--- config.mk ---
export PLATFORM = sky130hd
export DESIGN_NAME = twcr_ctrl
export DESIGN_NICKNAME = d
export VERILOG_FILES = /design/src/rtl/core/textured_wall_column_renderer_defines.svh /design/src/rtl/core/twcr_pkg.sv /design/src/rtl/core/twcr_ctrl.sv
export SDC_FILE = /design/constraint.sdc
export NUM_CORES = 1
export LEC_CHECK = 0
export BUFFER_PORTS_ARGS = -buffer_cell sky130_fd_sc_hd__buf_4
export CAP_MARGIN = 0
export CORE_AREA = 3 3 40 42
export CTS_CLUSTER_SIZE = 40
export DETAILED_ROUTE_END_ITERATION = 7
export DIE_AREA = 0 0 43 45
export PLACE_DENSITY = 0.38
export SKIP_CTS_REPAIR_TIMING = 1
export SLEW_MARGIN = 20
export SYNTH_ARGS = -nofsm -noshare
export SYNTH_HDL_FRONTEND = slang
export SYNTH_SLANG_ARGS = --single-unit
--- constraint.sdc ---
create_clock -name clk -period 1.25 [get_ports clk]
set_input_delay 0.1875 -clock clk [delete_from_list [all_inputs] [get_ports clk]]
set_output_delay 0.1875 -clock clk [all_outputs]
set_load 0.03 [all_outputs]
--- src/rtl/core/textured_wall_column_renderer_defines.svh ---
// ----------------------------------------------------------------------------
// Textured wall column renderer assertion macros
// Concurrent check wrappers; define NO_ASSERTIONS to compile them out.
// ----------------------------------------------------------------------------
`ifndef TEXTURED_WALL_COLUMN_RENDERER_DEFINES_SVH
`define TEXTURED_WALL_COLUMN_RENDERER_DEFINES_SVH

`ifndef NO_ASSERTIONS

`define TWCR_ASSERT_NOW(label, clk, rst_n, ante, cons) \
    label: assert property (@(posedge clk) disable iff (!rst_n) (ante) |-> (cons)) \
        else $error("twcr assertion failed");

`define TWCR_ASSERT_NEXT(label, clk, rst_n, ante, cons) \
    label: assert property (@(posedge clk) disable iff (!rst_n) (ante) |=> (cons)) \
        else $error("twcr assertion failed");

`else

`define TWCR_ASSERT_NOW(label, clk, rst_n, ante, cons)

`define TWCR_ASSERT_NEXT(label, clk, rst_n, ante, cons)

`endif

`endif

--- src/rtl/core/twcr_pkg.sv ---
// ----------------------------------------------------------------------------
// twcr_pkg
// Shared constants, transaction types and control structs.
// ----------------------------------------------------------------------------
`default_nettype none

package twcr_pkg;

    localparam int SCREEN_W = 1024;
    localparam int SCREEN_H = 512;
    localparam int TEX_W    = 128;   // power of two
    localparam int TEX_H    = 128;   // power of two
    localparam int TILE     = 64;    // power of two

    localparam int FACE_W  = 2;
    localparam int COL_W   = $clog2(TEX_W);
    localparam int TROW_W  = $clog2(TEX_H);
    localparam int ADDR_W  = FACE_W + TROW_W + COL_W;
    localparam int DATA_W  = 32;

    localparam int ROW_W   = $clog2(SCREEN_H);
    localparam int END_W   = ROW_W + 1;
    localparam int H_W     = 16;
    localparam int OFF_W   = 16;

    localparam int ACC_W   = 24;
    localparam int FRAC_W  = 16;
    localparam logic [ACC_W-1:0] ACC_MAX   = {ACC_W{1'b1}};
    localparam logic [ACC_W-1:0] CLAMP_ACC =
        ACC_W'((TEX_H - 1) << FRAC_W) | ACC_W'(1 << (FRAC_W - 1));
    localparam logic [ACC_W-1:0] DIVIDEND  = ACC_W'(TEX_H << FRAC_W);

    localparam int DIV_STEPS = ACC_W;
    localparam int CNT_W     = $clog2(DIV_STEPS + 1);

    // hit position: Q14 product shift, tile span in Q.8
    localparam int Q_SH    = 14;
    localparam int POS_W   = $clog2(TILE * 256);
    localparam int PROD_W  = Q_SH + POS_W;

    localparam logic [1:0] OP_LOAD  = 2'd0;
    localparam logic [1:0] OP_START = 2'd1;
    localparam logic [1:0] OP_STEP  = 2'd2;

    typedef struct packed {
        logic [1:0]         op;
        logic [1:0]         face;
        logic [6:0]         texel_col;
        logic [6:0]         texel_row;
        logic [31:0]        texel_color;
        logic [10:0]        screen_column;
        logic [15:0]        slice_height;
        logic [15:0]        player_px;
        logic [15:0]        player_py;
        logic [23:0]        ray_len;
        logic signed [15:0] ray_cosine;
        logic signed [15:0] ray_sine;
    } item_t;

    typedef struct packed {
        logic [9:0]  pixel_x;
        logic [8:0]  pixel_y;
        logic [31:0] pixel_color;
        logic        last_pixel;
    } pixel_t;

    typedef struct packed {
        logic wr_en;
        logic start;
        logic step;
        logic div_run;
        logic acc_load;
        logic out_load;
    } cmd_t;

    typedef struct packed {
        logic start_ok;
        logic step_hit;
        logic div_done;
    } sts_t;

endpackage

`default_nettype wire

--- src/rtl/core/twcr_ctrl.sv ---
// ----------------------------------------------------------------------------
// twcr_ctrl
// Sequencer: transaction decode, divider wait, pixel fetch and output valid.
// ----------------------------------------------------------------------------
`default_nettype none

module twcr_ctrl (
    input  wire logic             clk,
    input  wire logic             rst_n,
    input  wire logic             item_valid,
    output logic                  item_ready,
    input  wire logic [1:0]       op,
    output logic                  pixel_valid,
    input  wire logic             pixel_ready,
    output twcr_pkg::cmd_t        cmd,
    input  wire twcr_pkg::sts_t   sts
);

    import twcr_pkg::*;

    typedef enum logic [1:0] {
        S_IDLE,
        S_FETCH,
        S_DIV,
        S_MUL
    } state_t;

    state_t state_reg;
    state_t state_next;
    logic   out_valid_reg;
    logic   out_valid_next;
    logic   out_free;
    logic   accept;

    always_comb
    begin
        out_free       = !out_valid_reg || pixel_ready;
        item_ready     = (state_reg == S_IDLE) || ((state_reg == S_FETCH) && out_free);
        accept         = item_valid && item_ready;

        cmd            = '0;
        cmd.wr_en      = accept && (op == OP_LOAD);
        cmd.start      = accept && (op == OP_START);
        cmd.step       = accept && (op == OP_STEP);

        state_next     = state_reg;
        out_valid_next = out_valid_reg && !pixel_ready;

        case (state_reg)
            S_IDLE, S_FETCH:
            begin
                if ((state_reg == S_FETCH) && out_free)
                begin
                    cmd.out_load   = 1'b1;
                    out_valid_next = 1'b1;
                    state_next     = S_IDLE;
                end
                if (accept)
                begin
                    if (cmd.start && sts.start_ok)
                    begin
                        state_next = S_DIV;
                    end
                    else if (cmd.step && sts.step_hit)
                    begin
                        state_next = S_FETCH;
                    end
                    else
                    begin
                        state_next = S_IDLE;
                    end
                end
            end
            S_DIV:
            begin
                if (sts.div_done)
                begin
                    state_next = S_MUL;
                end
                else
                begin
                    cmd.div_run = 1'b1;
                end
            end
            S_MUL:
            begin
                cmd.acc_load = 1'b1;
                state_next   = S_IDLE;
            end
            default:
            begin
                state_next = S_IDLE;
            end
        endcase
    end

    always_ff @(posedge clk or negedge rst_n)
    begin
        if (!rst_n)
        begin
            state_reg     <= S_IDLE;
            out_valid_reg <= 1'b0;
        end
        else
        begin
            state_reg     <= state_next;
            out_valid_reg <= out_valid_next;
        end
    end

    assign pixel_valid = out_valid_reg;

endmodule

`default_nettype wire

==> impl_metrics.yaml <==
synth:
  ys_warn_count: 0
  synth_flop_cell: "dfrtp_1"
  ys_seq_area_share_pct: 32.4
  avgSynthCellArea_um2: 9.26
  syn-num-nets: 34
  synth-seq-cells: 3
  syn_inst: 25
  syn-cell-area_um2: 231
  async_reset_ff_share_pct: 100
  ys_types: 18
  synth_edf_count: 0
sta:
  min_period_over_period_pct: 118
  grt_setup_unrepaired: "yes"
  min_period_ns: 1.48
  slew_headroom_pct: 84.9
  max_freq_ghz: 0.675
  setup_viol_count_final: 7
  skew_ns: 0.00211
  hold_violations: 0
  whs_ns: 0.260
  worst_pin_slew_ns: 0.226
  setup_slack_ns: -0.231
  slew_viol_final: 0
  setup_tns_ns: -0.920
cells_and_area:
  diodes: 0
  nNetsFinal: 64
  final_cell_mix: "buf_4 (17), buf_6 (7), a21oi_1 (3), clkbuf_4 (3)"
  layout-drive-gt1-share_pct: 72.2
  fill_cells: 125
  area_delta_synth_final_pct: 148
  layout_commonest_cell: "buf_4"
  largest_register_ffs: 2
place:
  gp_congestion: 0.687
  dp_hpwl_um: 658
  io_buffer_count: 16
global_routing:
  antenna_found_initial: 0
  met3_usage_pct: 3.19
  grt_busiest_layer: "met2"
  grt_pass1_vias: 318
  grt_first_pass_wirelength_um: 1420
  grt_max_degree: 6
  grt_overflow_total: 0
  track_usage_pct: 9.67
  grt_use_met1_pct: 12.1
  use_met2_pct: 14.7
cts:
  cts_tree: "built"
  clk_latency_ns: 0.23
  cts_root_buf: "clkbuf_4"
  cts-buffers-inserted: 3
  cts_max_path_buffers: 2
  clk_pin_slew_ns: 0.04
  h-tree-depth: 1
  cts_num_sinks: 3
floorplanning:
  num_rows: 13
  core_area_mm2: 0.00128
  start_util_pct: 18.0
  die_h_um: 45
  ios: 17
  die_area_mm2: 0.00194
  dieWidth_um: 43
setup_path:
  worstPathMaxFanout: 5
  cp_slowest_cell: "dfrtp_2"
  crit_chain: "and3b_4 -> nor4b_4 -> buf_6"
  crit_family: "simple AND/OR/NAND/NOR gates"
  cp-start-kind: "register"
  crit_buf_inv: 1
  crit_arrival_ns: 1.29
  crit_required_ns: 1.06
  path_class: "register to output port"
  critPathMaxStageDelay_ns: 0.39
  end_kind: "output port"
detailed_routing:
  viasPerCell: 4.35
  drt_wl_total_um: 939
  first_iter_violations: 3
  drcViolationCount: 0
  first_pass_iters: 4
  drtAntennaViolNets: 0
  num_vias: 300
  post_drt_wl_per_cell_um: 13.6
pwr:
  max-vdd-ir-drop_v: 0.000780
  leakage_nw: 0.250
  power.density_mw_per_mm2: 2150
  power.total_mw: 1.23
run_status:
  violations: "negative setup slack"
  status: "complete, but fails checks"
worst_hold_path:
  hold_class: "input pin to register"
run:
  maxCapViolations: 0
final timing paths:
path	start	slack (ns)	depth (start not counted)	end
setup / recovery	pixel_valid	-0.23	3	cmd[3]
hold / removal	sts[2]	0.26	3	state_reg[1]
setup reg to reg	state_reg[1]	0.05	4	state_reg[0]
hold reg to reg	pixel_valid	0.70	3	pixel_valid
max in group asynchronous	rst_n	0.86	2	pixel_valid
min in group asynchronous	rst_n	0.29	2	pixel_valid
power by group:
part / switching (mW) / leakage, nW / internal [mW]
logic: 0.465 / 0.198 / 0.426
registers: 0.0295 / 0.0365 / 0.147
clock network: 0.0461 / 0.0150 / 0.119
synthesized netlist by cell type, types with 2 or more instances:
cell	number	area, um^2
inv_1	2	7.51
a21oi_1	3	15.0
nor4b_1	2	17.5
nor2_1	2	7.51
dfrtp_1	3	75.1
metal layers:
metal  routed length, um  vias up
met1                 373      141
met4                   0        0
met3                  37        0
met5                   0        -
li1                    -      152
met2                 529        7
worst register-to-register path: cells and delay by family (launching register included):
| kind | cells | cell delay (ns) |
|---|---|---|
| flip-flops | 1 | 0.38 |
| AO/OA/AOI/OAI | 1 | 0.15 |
| buffers and inverters | 1 | 0.12 |
| AND/OR/NAND/NOR | 2 | 0.47 |
final cells by class:
| type | instances | area [um^2] | share of cell area [%] |
|---|---|---|---|
| Sequential cell | 3 | 76.3 | 13.3 |
| Multi-Input combinational cell | 20 | 223 | 38.9 |
| Clock buffer | 4 | 26.3 | 4.59 |
| Tap cell | 15 | 18.8 | 3.28 |
| Timing Repair Buffer | 25 | 216 | 37.8 |
| Inverter | 2 | 12.5 | 2.18 |
per-stage QoR:
stage	util [%]	cells	setup WS [ns]	cell area (um^2)
2_1_floorplan	-	25	-0.135	285
3_3_place_gp	35.9	61	0.00460	462
3_5_place_dp	35.9	61	0.00513	462
4_1_cts	38.0	65	-0.243	488
5_1_grt	44.6	69	-0.277	573
6_report	44.6	69	-0.231	573
cells by family after synthesis:
| logic type | Yosys count | synth area share (%) |
|---|---|---|
| AND/OR/NAND/NOR | 15 | 47.6 |
| AO/OA/AOI/OAI | 5 | 16.8 |
| flip-flops | 3 | 32.4 |
| buffers and inverters | 2 | 3.24 |
No activity file was read; power rests on OpenSTA's default activity.
